[src/tpba_pkg.sv]
package tpba_pkg;

	// default geometry of the two pools
	localparam int SMALL_BLOCKS_DEF       = 32;
	localparam int MEDIUM_BLOCKS_DEF      = 16;
	localparam int SMALL_BLOCK_BYTES_DEF  = 64;
	localparam int MEDIUM_BLOCK_BYTES_DEF = 256;

	// fixed field widths
	localparam int ADDR_W  = 32;
	localparam int IDX_W   = 5;
	localparam int CNT_W   = 6;
	localparam int SIZE_W  = 16;
	localparam int CFG_IDX_W = 8;

	// configuration register map
	localparam logic [CFG_IDX_W-1:0] CFG_SMALL_BASE  = 8'd0;
	localparam logic [CFG_IDX_W-1:0] CFG_MEDIUM_BASE = 8'd1;

	localparam logic [ADDR_W-1:0] SMALL_BASE_RST  = 32'd4096;
	localparam logic [ADDR_W-1:0] MEDIUM_BASE_RST = 32'd8192;

	typedef enum logic [1:0] {
		KIND_ALLOC_SIZE = 2'd0,
		KIND_ALLOC_POOL = 2'd1,
		KIND_FREE       = 2'd2,
		KIND_STATS      = 2'd3
	} tpba_kind_t;

	typedef enum logic [1:0] {
		OP_POP  = 2'd0,
		OP_PUSH = 2'd1,
		OP_PEEK = 2'd2
	} tpba_op_t;

	localparam logic POOL_SMALL  = 1'b0;
	localparam logic POOL_MEDIUM = 1'b1;

	// decoded request
	typedef struct packed {
		logic             pool_ok;
		logic             pool;
		tpba_op_t         op;
		logic             aligned;
		logic [IDX_W-1:0] free_idx;
	} tpba_dec_t;

	// command from the sequencer to one pool
	typedef struct packed {
		logic             commit;
		tpba_op_t         op;
		logic             aligned;
		logic [IDX_W-1:0] free_idx;
	} tpba_pool_cmd_t;

	// pool view after the step
	typedef struct packed {
		logic              ok;
		logic [IDX_W-1:0]  idx;
		logic [ADDR_W-1:0] granted;
		logic [CNT_W-1:0]  active;
		logic [CNT_W-1:0]  peak;
		logic [31:0]       mask;
		logic [31:0]       allocs;
		logic [31:0]       frees;
	} tpba_pool_res_t;

endpackage

[src/tpba_link_mem.sv]
module tpba_link_mem #(
	parameter int DEPTH = 32,
	parameter int AW    = 5,
	parameter int LW    = 6
) (
	input  logic          clk,
	input  logic          arst_n,
	input  logic          rd_en,
	input  logic [AW-1:0] rd_addr,
	output logic [LW-1:0] rd_data,
	input  logic          wr_en,
	input  logic [AW-1:0] wr_addr,
	input  logic [LW-1:0] wr_data
);

	logic [LW-1:0] mem [DEPTH];
	logic [DEPTH-1:0] vld_q;
	logic [LW-1:0] rd_q;
	logic [AW-1:0] rd_addr_q;
	logic          rd_vld_q;

	// unwritten entries link to the next block
	assign rd_data = rd_vld_q ? rd_q : (LW'(rd_addr_q) + LW'(1));

	always_ff @(posedge clk) begin
		if (wr_en) begin
			mem[wr_addr] <= wr_data;
		end
		if (rd_en) begin
			rd_q      <= mem[rd_addr];
			rd_addr_q <= rd_addr;
		end
	end

	always_ff @(posedge clk or negedge arst_n) begin
		if (!arst_n) begin
			vld_q    <= '0;
			rd_vld_q <= 1'b0;
		end else begin
			if (wr_en) begin
				vld_q[wr_addr] <= 1'b1;
			end
			if (rd_en) begin
				rd_vld_q <= vld_q[rd_addr];
			end
		end
	end

	// the sequencer never reads and writes in the same cycle
	a_no_rd_wr: assert property (@(posedge clk) disable iff (!arst_n)
		!(rd_en && wr_en))
		else $error("link table read and write collide");

endmodule

[src/tpba_pool.sv]
module tpba_pool #(
	parameter int BLOCKS      = 32,
	parameter int BLOCK_BYTES = 64
) (
	input  logic                   clk,
	input  logic                   arst_n,
	input  logic [31:0]            base,
	input  logic                   rd_en,
	input  tpba_pkg::tpba_pool_cmd_t cmd,
	output tpba_pkg::tpba_pool_res_t res
);
	import tpba_pkg::*;

	localparam int AW = (BLOCKS > 1) ? $clog2(BLOCKS) : 1;
	localparam int LW = $clog2(BLOCKS + 1);

	logic [LW-1:0]     head_q, head_n;
	logic [BLOCKS-1:0] mask_q, mask_n;
	logic [LW-1:0]     active_q, active_n;
	logic [LW-1:0]     peak_q, peak_n;
	logic [31:0]       allocs_q, allocs_n;
	logic [31:0]       frees_q, frees_n;

	logic          head_ok;
	logic [AW-1:0] head_addr;
	logic [AW-1:0] free_addr;
	logic [LW-1:0] link_data;
	logic          ok;
	logic          wr_en;

	assign head_ok   = head_q < LW'(BLOCKS);
	assign head_addr = head_q[AW-1:0];
	assign free_addr = AW'(cmd.free_idx);

	tpba_link_mem #(
		.DEPTH (BLOCKS),
		.AW    (AW),
		.LW    (LW)
	) u_link (
		.clk     (clk),
		.arst_n  (arst_n),
		.rd_en   (rd_en && head_ok),
		.rd_addr (head_addr),
		.rd_data (link_data),
		.wr_en   (wr_en),
		.wr_addr (free_addr),
		.wr_data (head_q)
	);

	always_comb begin
		head_n   = head_q;
		mask_n   = mask_q;
		active_n = active_q;
		peak_n   = peak_q;
		allocs_n = allocs_q;
		frees_n  = frees_q;
		ok       = 1'b0;
		res      = '0;
		case (cmd.op)
			OP_POP: begin
				ok = head_ok;
				if (head_ok) begin
					head_n   = link_data;
					mask_n   = mask_q | (BLOCKS'(1) << head_addr);
					active_n = active_q + LW'(1);
					if (active_n > peak_q) begin
						peak_n = active_n;
					end
					allocs_n    = allocs_q + 32'd1;
					res.idx     = IDX_W'(head_addr);
					res.granted = base + 32'(head_addr) * 32'(BLOCK_BYTES);
				end
			end
			OP_PUSH: begin
				ok = cmd.aligned && mask_q[free_addr];
				if (ok) begin
					mask_n   = mask_q & ~(BLOCKS'(1) << free_addr);
					head_n   = LW'(free_addr);
					active_n = (active_q == '0) ? active_q : active_q - LW'(1);
					frees_n  = frees_q + 32'd1;
					res.idx  = IDX_W'(free_addr);
				end
			end
			OP_PEEK: begin
				ok = 1'b1;
			end
			default: begin
				ok = 1'b0;
			end
		endcase
		res.ok     = ok;
		res.active = CNT_W'(active_n);
		res.peak   = CNT_W'(peak_n);
		res.mask   = 32'(mask_n);
		res.allocs = allocs_n;
		res.frees  = frees_n;
	end

	assign wr_en = cmd.commit && (cmd.op == OP_PUSH) && ok;

	always_ff @(posedge clk or negedge arst_n) begin
		if (!arst_n) begin
			head_q   <= '0;
			mask_q   <= '0;
			active_q <= '0;
			peak_q   <= '0;
			allocs_q <= '0;
			frees_q  <= '0;
		end else if (cmd.commit) begin
			head_q   <= head_n;
			mask_q   <= mask_n;
			active_q <= active_n;
			peak_q   <= peak_n;
			allocs_q <= allocs_n;
			frees_q  <= frees_n;
		end
	end

	a_head_range: assert property (@(posedge clk) disable iff (!arst_n)
		head_q <= LW'(BLOCKS))
		else $error("free list head out of range");

	a_active_mask: assert property (@(posedge clk) disable iff (!arst_n)
		active_q == LW'($countones(mask_q)))
		else $error("active count disagrees with allocation mask");

	a_peak: assert property (@(posedge clk) disable iff (!arst_n)
		peak_q >= active_q)
		else $error("peak below active count");

endmodule

[src/tpba_decode.sv]
module tpba_decode #(
	parameter int SMALL_BLOCKS       = 32,
	parameter int MEDIUM_BLOCKS      = 16,
	parameter int SMALL_BLOCK_BYTES  = 64,
	parameter int MEDIUM_BLOCK_BYTES = 256
) (
	input  logic [1:0]  kind,
	input  logic [15:0] request_size,
	input  logic [1:0]  pool_select,
	input  logic [31:0] block_address,
	input  logic [31:0] small_base,
	input  logic [31:0] medium_base,
	output tpba_pkg::tpba_dec_t dec
);
	import tpba_pkg::*;

	localparam logic [31:0] SMALL_TOTAL  = 32'(SMALL_BLOCKS * SMALL_BLOCK_BYTES);
	localparam logic [31:0] MEDIUM_TOTAL = 32'(MEDIUM_BLOCKS * MEDIUM_BLOCK_BYTES);

	logic [31:0]              small_off, medium_off;
	logic                     in_small, in_medium;
	logic [SMALL_BLOCKS-1:0]  small_hit;
	logic [MEDIUM_BLOCKS-1:0] medium_hit;
	logic [IDX_W-1:0]         small_idx, medium_idx;
	logic                     size_nz, size_small, size_medium;

	assign small_off  = block_address - small_base;
	assign medium_off = block_address - medium_base;
	assign in_small   = small_off < SMALL_TOTAL;
	assign in_medium  = medium_off < MEDIUM_TOTAL;

	// block boundaries matched in parallel: alignment and index in one go
	always_comb begin
		small_hit = '0;
		small_idx = '0;
		for (int i = 0; i < SMALL_BLOCKS; i++) begin
			small_hit[i] = small_off == 32'(i * SMALL_BLOCK_BYTES);
			if (small_hit[i]) begin
				small_idx = small_idx | IDX_W'(i);
			end
		end
	end

	always_comb begin
		medium_hit = '0;
		medium_idx = '0;
		for (int i = 0; i < MEDIUM_BLOCKS; i++) begin
			medium_hit[i] = medium_off == 32'(i * MEDIUM_BLOCK_BYTES);
			if (medium_hit[i]) begin
				medium_idx = medium_idx | IDX_W'(i);
			end
		end
	end

	assign size_nz     = request_size != '0;
	assign size_small  = {1'b0, request_size} <= 17'(SMALL_BLOCK_BYTES);
	assign size_medium = {1'b0, request_size} <= 17'(MEDIUM_BLOCK_BYTES);

	always_comb begin
		dec          = '0;
		dec.op       = OP_PEEK;
		dec.aligned  = in_small ? (|small_hit) : (|medium_hit);
		dec.free_idx = in_small ? small_idx : medium_idx;
		case (tpba_kind_t'(kind))
			KIND_ALLOC_SIZE: begin
				dec.op      = OP_POP;
				dec.pool_ok = size_nz && size_medium;
				dec.pool    = size_small ? POOL_SMALL : POOL_MEDIUM;
			end
			KIND_ALLOC_POOL: begin
				dec.op      = OP_POP;
				dec.pool_ok = pool_select == 2'd0 || pool_select == 2'd1;
				dec.pool    = pool_select[0];
			end
			KIND_FREE: begin
				dec.op      = OP_PUSH;
				dec.pool_ok = (block_address != '0) && (in_small || in_medium);
				dec.pool    = in_small ? POOL_SMALL : POOL_MEDIUM;
			end
			KIND_STATS: begin
				dec.op      = OP_PEEK;
				dec.pool_ok = pool_select == 2'd0 || pool_select == 2'd1;
				dec.pool    = pool_select[0];
			end
			default: begin
				dec.pool_ok = 1'b0;
			end
		endcase
	end

endmodule

[src/two_pool_block_allocator_core.sv]
// two-pool fixed block allocator
//
// requests arrive on req_valid/req_ready with kind, request_size, pool_select
// and block_address; each request yields exactly one response on
// rsp_valid/rsp_ready carrying status, the granted address, the pool touched
// and that pool's statistics after the request.
// the two pool base addresses are written through cfg_valid/cfg_ready with
// cfg_index 0 (small) or 1 (medium); other indexes are ignored. cfg_ready
// is always high, writes are meant to happen while no request is in flight.
// one request is in flight at a time: accept cycle, then an execute cycle in
// which the free-list link read issued at accept returns from the link table
// and the pool state commits. no new request is taken until the current one
// has executed; the response is registered when the request executes.
// when the receiver stalls, the response register holds and the next request
// is still accepted; its execute cycle waits until the response is taken.
// after reset both pools are fully free (each link table reads as a chain
// through flip-flop valid bits, no clearing pass), all counters are zero,
// and the bases are 4096 and 8192.
module two_pool_block_allocator_core #(
	parameter int SMALL_BLOCKS       = tpba_pkg::SMALL_BLOCKS_DEF,
	parameter int MEDIUM_BLOCKS      = tpba_pkg::MEDIUM_BLOCKS_DEF,
	parameter int SMALL_BLOCK_BYTES  = tpba_pkg::SMALL_BLOCK_BYTES_DEF,
	parameter int MEDIUM_BLOCK_BYTES = tpba_pkg::MEDIUM_BLOCK_BYTES_DEF
) (
	input  logic        clk,
	input  logic        arst_n,
	// configuration writes
	input  logic        cfg_valid,
	output logic        cfg_ready,
	input  logic [7:0]  cfg_index,
	input  logic [31:0] cfg_data,
	// request channel
	input  logic        req_valid,
	output logic        req_ready,
	input  logic [1:0]  kind,
	input  logic [15:0] request_size,
	input  logic [1:0]  pool_select,
	input  logic [31:0] block_address,
	// response channel
	output logic        rsp_valid,
	input  logic        rsp_ready,
	output logic        status,
	output logic [31:0] granted_address,
	output logic        pool_used,
	output logic [4:0]  block_index,
	output logic [5:0]  active_blocks,
	output logic [5:0]  peak_blocks,
	output logic [31:0] allocated_bits,
	output logic [31:0] alloc_total,
	output logic [31:0] free_total
);
	import tpba_pkg::*;

	typedef enum logic {
		ST_IDLE,
		ST_EXEC
	} state_t;

	state_t state_q;

	logic [31:0] small_base_q, medium_base_q;

	tpba_dec_t      dec, dec_s1;
	tpba_pool_cmd_t small_cmd, medium_cmd;
	tpba_pool_res_t small_res, medium_res, sel_res;

	logic accept;
	logic commit;
	logic rsp_valid_q;

	// configuration registers, always ready
	assign cfg_ready = 1'b1;

	always_ff @(posedge clk or negedge arst_n) begin
		if (!arst_n) begin
			small_base_q  <= SMALL_BASE_RST;
			medium_base_q <= MEDIUM_BASE_RST;
		end else if (cfg_valid) begin
			if (cfg_index == CFG_SMALL_BASE) begin
				small_base_q <= cfg_data;
			end
			if (cfg_index == CFG_MEDIUM_BASE) begin
				medium_base_q <= cfg_data;
			end
		end
	end

	// request decode straight off the ports, captured on accept
	tpba_decode #(
		.SMALL_BLOCKS       (SMALL_BLOCKS),
		.MEDIUM_BLOCKS      (MEDIUM_BLOCKS),
		.SMALL_BLOCK_BYTES  (SMALL_BLOCK_BYTES),
		.MEDIUM_BLOCK_BYTES (MEDIUM_BLOCK_BYTES)
	) u_decode (
		.kind          (kind),
		.request_size  (request_size),
		.pool_select   (pool_select),
		.block_address (block_address),
		.small_base    (small_base_q),
		.medium_base   (medium_base_q),
		.dec           (dec)
	);

	assign req_ready = state_q == ST_IDLE;
	assign accept    = req_valid && req_ready;
	// execute only once the response register is free
	assign commit    = (state_q == ST_EXEC) && (!rsp_valid_q || rsp_ready);

	always_ff @(posedge clk) begin
		if (accept) begin
			dec_s1 <= dec;
		end
	end

	always_comb begin
		small_cmd.commit    = commit && dec_s1.pool_ok && (dec_s1.pool == POOL_SMALL);
		small_cmd.op        = dec_s1.op;
		small_cmd.aligned   = dec_s1.aligned;
		small_cmd.free_idx  = dec_s1.free_idx;
		medium_cmd.commit   = commit && dec_s1.pool_ok && (dec_s1.pool == POOL_MEDIUM);
		medium_cmd.op       = dec_s1.op;
		medium_cmd.aligned  = dec_s1.aligned;
		medium_cmd.free_idx = dec_s1.free_idx;
	end

	// both pools issue their head link read on every accept while their free list is not empty
	tpba_pool #(
		.BLOCKS      (SMALL_BLOCKS),
		.BLOCK_BYTES (SMALL_BLOCK_BYTES)
	) u_small (
		.clk    (clk),
		.arst_n (arst_n),
		.base   (small_base_q),
		.rd_en  (accept),
		.cmd    (small_cmd),
		.res    (small_res)
	);

	tpba_pool #(
		.BLOCKS      (MEDIUM_BLOCKS),
		.BLOCK_BYTES (MEDIUM_BLOCK_BYTES)
	) u_medium (
		.clk    (clk),
		.arst_n (arst_n),
		.base   (medium_base_q),
		.rd_en  (accept),
		.cmd    (medium_cmd),
		.res    (medium_res)
	);

	assign sel_res = (dec_s1.pool == POOL_MEDIUM) ? medium_res : small_res;

	// sequencer and response register
	always_ff @(posedge clk or negedge arst_n) begin
		if (!arst_n) begin
			state_q         <= ST_IDLE;
			rsp_valid_q     <= 1'b0;
			status          <= 1'b0;
			granted_address <= '0;
			pool_used       <= 1'b0;
			block_index     <= '0;
			active_blocks   <= '0;
			peak_blocks     <= '0;
			allocated_bits  <= '0;
			alloc_total     <= '0;
			free_total      <= '0;
		end else begin
			case (state_q)
				ST_IDLE: begin
					if (rsp_valid_q && rsp_ready) begin
						rsp_valid_q <= 1'b0;
					end
					if (accept) begin
						state_q <= ST_EXEC;
					end
				end
				ST_EXEC: begin
					if (commit) begin
						state_q     <= ST_IDLE;
						rsp_valid_q <= 1'b1;
						if (dec_s1.pool_ok) begin
							status          <= !sel_res.ok;
							granted_address <= sel_res.granted;
							pool_used       <= dec_s1.pool;
							block_index     <= sel_res.idx;
							active_blocks   <= sel_res.active;
							peak_blocks     <= sel_res.peak;
							allocated_bits  <= sel_res.mask;
							alloc_total     <= sel_res.allocs;
							free_total      <= sel_res.frees;
						end else begin
							// no pool touched
							status          <= 1'b1;
							granted_address <= '0;
							pool_used       <= 1'b0;
							block_index     <= '0;
							active_blocks   <= '0;
							peak_blocks     <= '0;
							allocated_bits  <= '0;
							alloc_total     <= '0;
							free_total      <= '0;
						end
					end
				end
				default: begin
					state_q <= ST_IDLE;
				end
			endcase
		end
	end

	assign rsp_valid = rsp_valid_q;

	a_exec_waits: assert property (@(posedge clk) disable iff (!arst_n)
		(state_q == ST_EXEC && rsp_valid_q && !rsp_ready) |=> state_q == ST_EXEC)
		else $error("request executed over an untaken response");

	a_one_pool: assert property (@(posedge clk) disable iff (!arst_n)
		!(small_cmd.commit && medium_cmd.commit))
		else $error("both pools committed in one cycle");

endmodule

[config.mk]
export PLATFORM = sky130hd
export DESIGN_NAME = two_pool_block_allocator_core
export DESIGN_NICKNAME = d
export VERILOG_FILES = /design/src/tpba_pkg.sv /design/src/tpba_link_mem.sv /design/src/tpba_pool.sv /design/src/tpba_decode.sv /design/src/two_pool_block_allocator_core.sv
export SDC_FILE = /design/constraint.sdc
export NUM_CORES = 2
export LEC_CHECK = 0
export BUFFER_PORTS_ARGS = -buffer_cell sky130_fd_sc_hd__buf_4
export CAP_MARGIN = 5
export CORE_MARGIN = 4
export CORE_UTILIZATION = 45
export CTS_BUF_LIST = sky130_fd_sc_hd__clkbuf_16
export DETAILED_ROUTE_END_ITERATION = 8
export MAX_ROUTING_LAYER = met4
export PLACE_DENSITY = 0.59
export SYNTH_ARGS = -nofsm -noshare
export SYNTH_HDL_FRONTEND = slang
export SYNTH_HIERARCHICAL = 1
export SYNTH_SLANG_ARGS = --single-unit
[constraint.sdc]
create_clock -name clk -period 4.3 [get_ports clk]
set_input_delay 0.86 -clock clk [delete_from_list [all_inputs] [get_ports clk]]
set_output_delay 0.86 -clock clk [all_outputs]
set_load 0.01 [all_outputs]
==> reports/qor.txt <==
FF-to-FF End = allocated_bits[8]$_DFFE_PN0P_
Aggregate global routing overflow = 0
Post-CTS Setup Bufs = 0
Fin Setup TNS = 0 ps
Final Setup Violations = 0
Ys Warns = 6
Top cell family by delay on the critical path = compound AO/OA/AOI/OAI gates
Largest family of logic cells by synthesized area = simple AND/OR/NAND/NOR gates
Vias per Instance = 5.86
Xor/xnor share of the synthesized area = 6.35%
Termination of the worst setup path = allocated_bits[8]$_DFFE_PN0P_
Die ar. = 103000 um2
Min Tclk post-route = 3980 ps
Max-cap violations = 0
Placed cells = 5558
Mux cell area share after synthesis = 12.7%
DIE HEIGHT = 322 um
VDD IR max = 0.344 mV
Leak Pwr = 20.7 nW
Pwr/cell area = 437 nW/um2
Ys async rst share = 61.0%
DIE WIDTH = 322 um
Status = complete, no violations
Post-DP Area = 48000 um2
CP max stage cell = nor4_1
Synth Area in Compound Gates = 10.3%
Primary FF master, synth = dfrtp_1
GRT Total Usage = 25.7%
DRT iter0 DRCs = 2998
DP Wirelength = 93.8 mm
Vias in the first global route = 32.7k
Clock buffer depth = 3
Share of the synthesized area in the top cell type = 26.6%
Critical path capture point type = flip-flop
Distinct cell type count after synthesis = 113
Final Cell Area = 50700 um2
Hold buffers post-CTS = 0
Adder-cell share of the synthesized area = 2.72%
Synth area leader = dfrtp_1
Skew-Pair Late Insertion Delay = 670 ps
Number of buffers created by CTS = 84
Kind of critical path = flip-flop to flip-flop
Crit-path cells = buf_12 > mux4_2 > o2bb2ai_1 > o21ai_1 > o21ai_4 > nor4_1 > a21oi_1 > mux2_2 > nand4_1 > o21ai_0
Cells after Synth = 4110
Initial core utilization = 45.6%
Largest net degree at the start of global routing = 147
Cell Area, Synth = 44200 um2
Final hold slack = 174 ps
CP bufs+invs = 1
Worst Hold Class = input port to asynchronous set/reset pin
Ranking of synthesized cells by area = dfrtp_1 27%, edfxtp_1 20%, mux2_2 5.6%
Routed length per instance = 22.9 um
Seq/Total Area, Yosys = 47.2%
Cell count of the worst reg-to-reg path = 10
Worst Tran Pin Value = 1210 ps
Pre-CTS setup slack = 0.888 ps
CTS tree = built
Final WL = 131 mm
Port Buf Inserts = 245
Synth Area in Simple Gates = 15.3%
Drt pass-1 iters = 8
Final Max Slew Viols = 0
Routed Antenna Nets = 0
Critical Path Fanout Max = 15
Layout net count = 4560
Via total after detailed routing = 33.5k
Fillers = 8690
Clock sink total = 774
P&R area growth vs syn = 14.6%
Io pins = 247
WP depth = 10
Register bit count reported by yosys = 774
Share of cells above drive strength 1 = 22.5%
PostCTS Resize Cnt = 0
F_max = 0.251 GHz
Initial antenna violation count = 2
First-pass GRT wire length = 201 mm
CP startpoint = dec_s1[0]$_DFFE_PP_
Synth Area per Inst = 10.8 um2
Worst setup SP type = flip-flop
Final worst slack = 321 ps
Final hold vios = 0
Flop-to-flop setup slack = 320 ps
CTS clk-pin slew, worst paths = 60 ps
RSZ-0062 raised after global routing = false
Final non-filler cell total = 5716
CP required = 4830 ps
Core area = 97100 um2
Relative slew slack = 19.1%
Placer congestion estimate = 0.961
Most frequent cell after synthesis = dfrtp_1
Leading cell types by count after synthesis = 470 x dfrtp_1, 302 x edfxtp_1, 265 x inv_1
Remaining DRCs = 0
Final period utilization = 92.5%
Crit path arrival time = 4510 ps
Reg2reg start = dec_s1[0]$_DFFE_PP_
EDFF count, synth = 302
CTS root buf = clkbuf_16
Crit path largest cell delay = 900 ps
H-Tree Depth = 3
Worst Clk Skew = 52.8 ps
Row cnt = 114
## flip-flops by register name (all words and copies together) (netlist names), 32 cells and up
name,count
alloc_total,32
allocated_bits,32
free_total,32
granted_address,32
medium_base_q,32
small_base_q,32
u_medium/allocs_q,32
u_medium/frees_q,32
u_medium/u_link/mem,80
u_small/allocs_q,32
u_small/frees_q,32
u_small/mask_q,32
u_small/u_link/mem,192
u_small/u_link/vld_q,32
## cell families (layout without fill, tap and decap cells)
group                    count (synthesis)  count (layout)
AO/OA/AOI/OAI                          723             723
XOR/XNOR                               320             320
adder cells (fa/ha/maj)                 95              95
buffers and inverters                  547             858
flip-flops                             774             774
multiplexers                           393             393
other                                    2              21
AND/OR/NAND/NOR                       1256            1256
## placed cells by master, fill, tap and decap left out, types with 204 or more instances in the layout
master and count:
edfxtp_1 302, dfrtp_1 463, nand4_1 224, inv_1 287
buf_4 422, nor2_1 204, nand2_1 256, xnor2_1 212
mux2_2 219, o21ai_0 261
## power breakdown
part / total (mW) / internal, mW / switching (mW)
Sequential: 8.97 / 8.41 / 0.552
Combinational: 6.21 / 2.38 / 3.83
Clock: 6.99 / 3.80 / 3.19
## per-stage QoR
step	util, %	power, mW
2_1_floorplan	-	13.0
3_3_place_gp	49.4	15.2
3_5_place_dp	49.4	15.3
4_1_cts	52.2	22.3
5_1_grt	52.2	23.2
6_report	52.2	22.2
## area by class of cell
cell class	count	area, um2	share of cell area [%]
diodes	1	2.50	0.00494
flip-flops and latches	774	20900	41.2
clock inverters	73	568	1.12
multi-input cells	2807	21100	41.6
inverters	266	998	1.97
clock buffers	84	2100	4.15
well taps	1276	1600	3.15
repair buffers	435	3420	6.75
## routing by layer
layer	GRT usage, %	up-vias	share of wire, %
li1	-	15500	-
met1	36.1	16700	45
met2	39.0	1091	45
met3	4.10	205	6.2
met4	6.80	0	2.9
met5	-	-	0
## how the worst min path moves through the flow
stage                                                from                                    end  depth (start not counted)
detailed placement  u_medium/u_link/vld_q[14]$_DFFE_PN0P_  u_medium/u_link/vld_q[14]$_DFFE_PN0P_                          1
finish                                             arst_n            alloc_total[26]$_DFFE_PN0P_                          1
floorplan           u_medium/u_link/vld_q[14]$_DFFE_PN0P_  u_medium/u_link/vld_q[14]$_DFFE_PN0P_                          1
CTS                                                arst_n            alloc_total[25]$_DFFE_PN0P_                          1
global placement     u_medium/u_link/vld_q[9]$_DFFE_PN0P_   u_medium/u_link/vld_q[9]$_DFFE_PN0P_                          1
global route                                       arst_n            alloc_total[25]$_DFFE_PN0P_                          1
No activity file was read; power rests on OpenSTA's default activity.
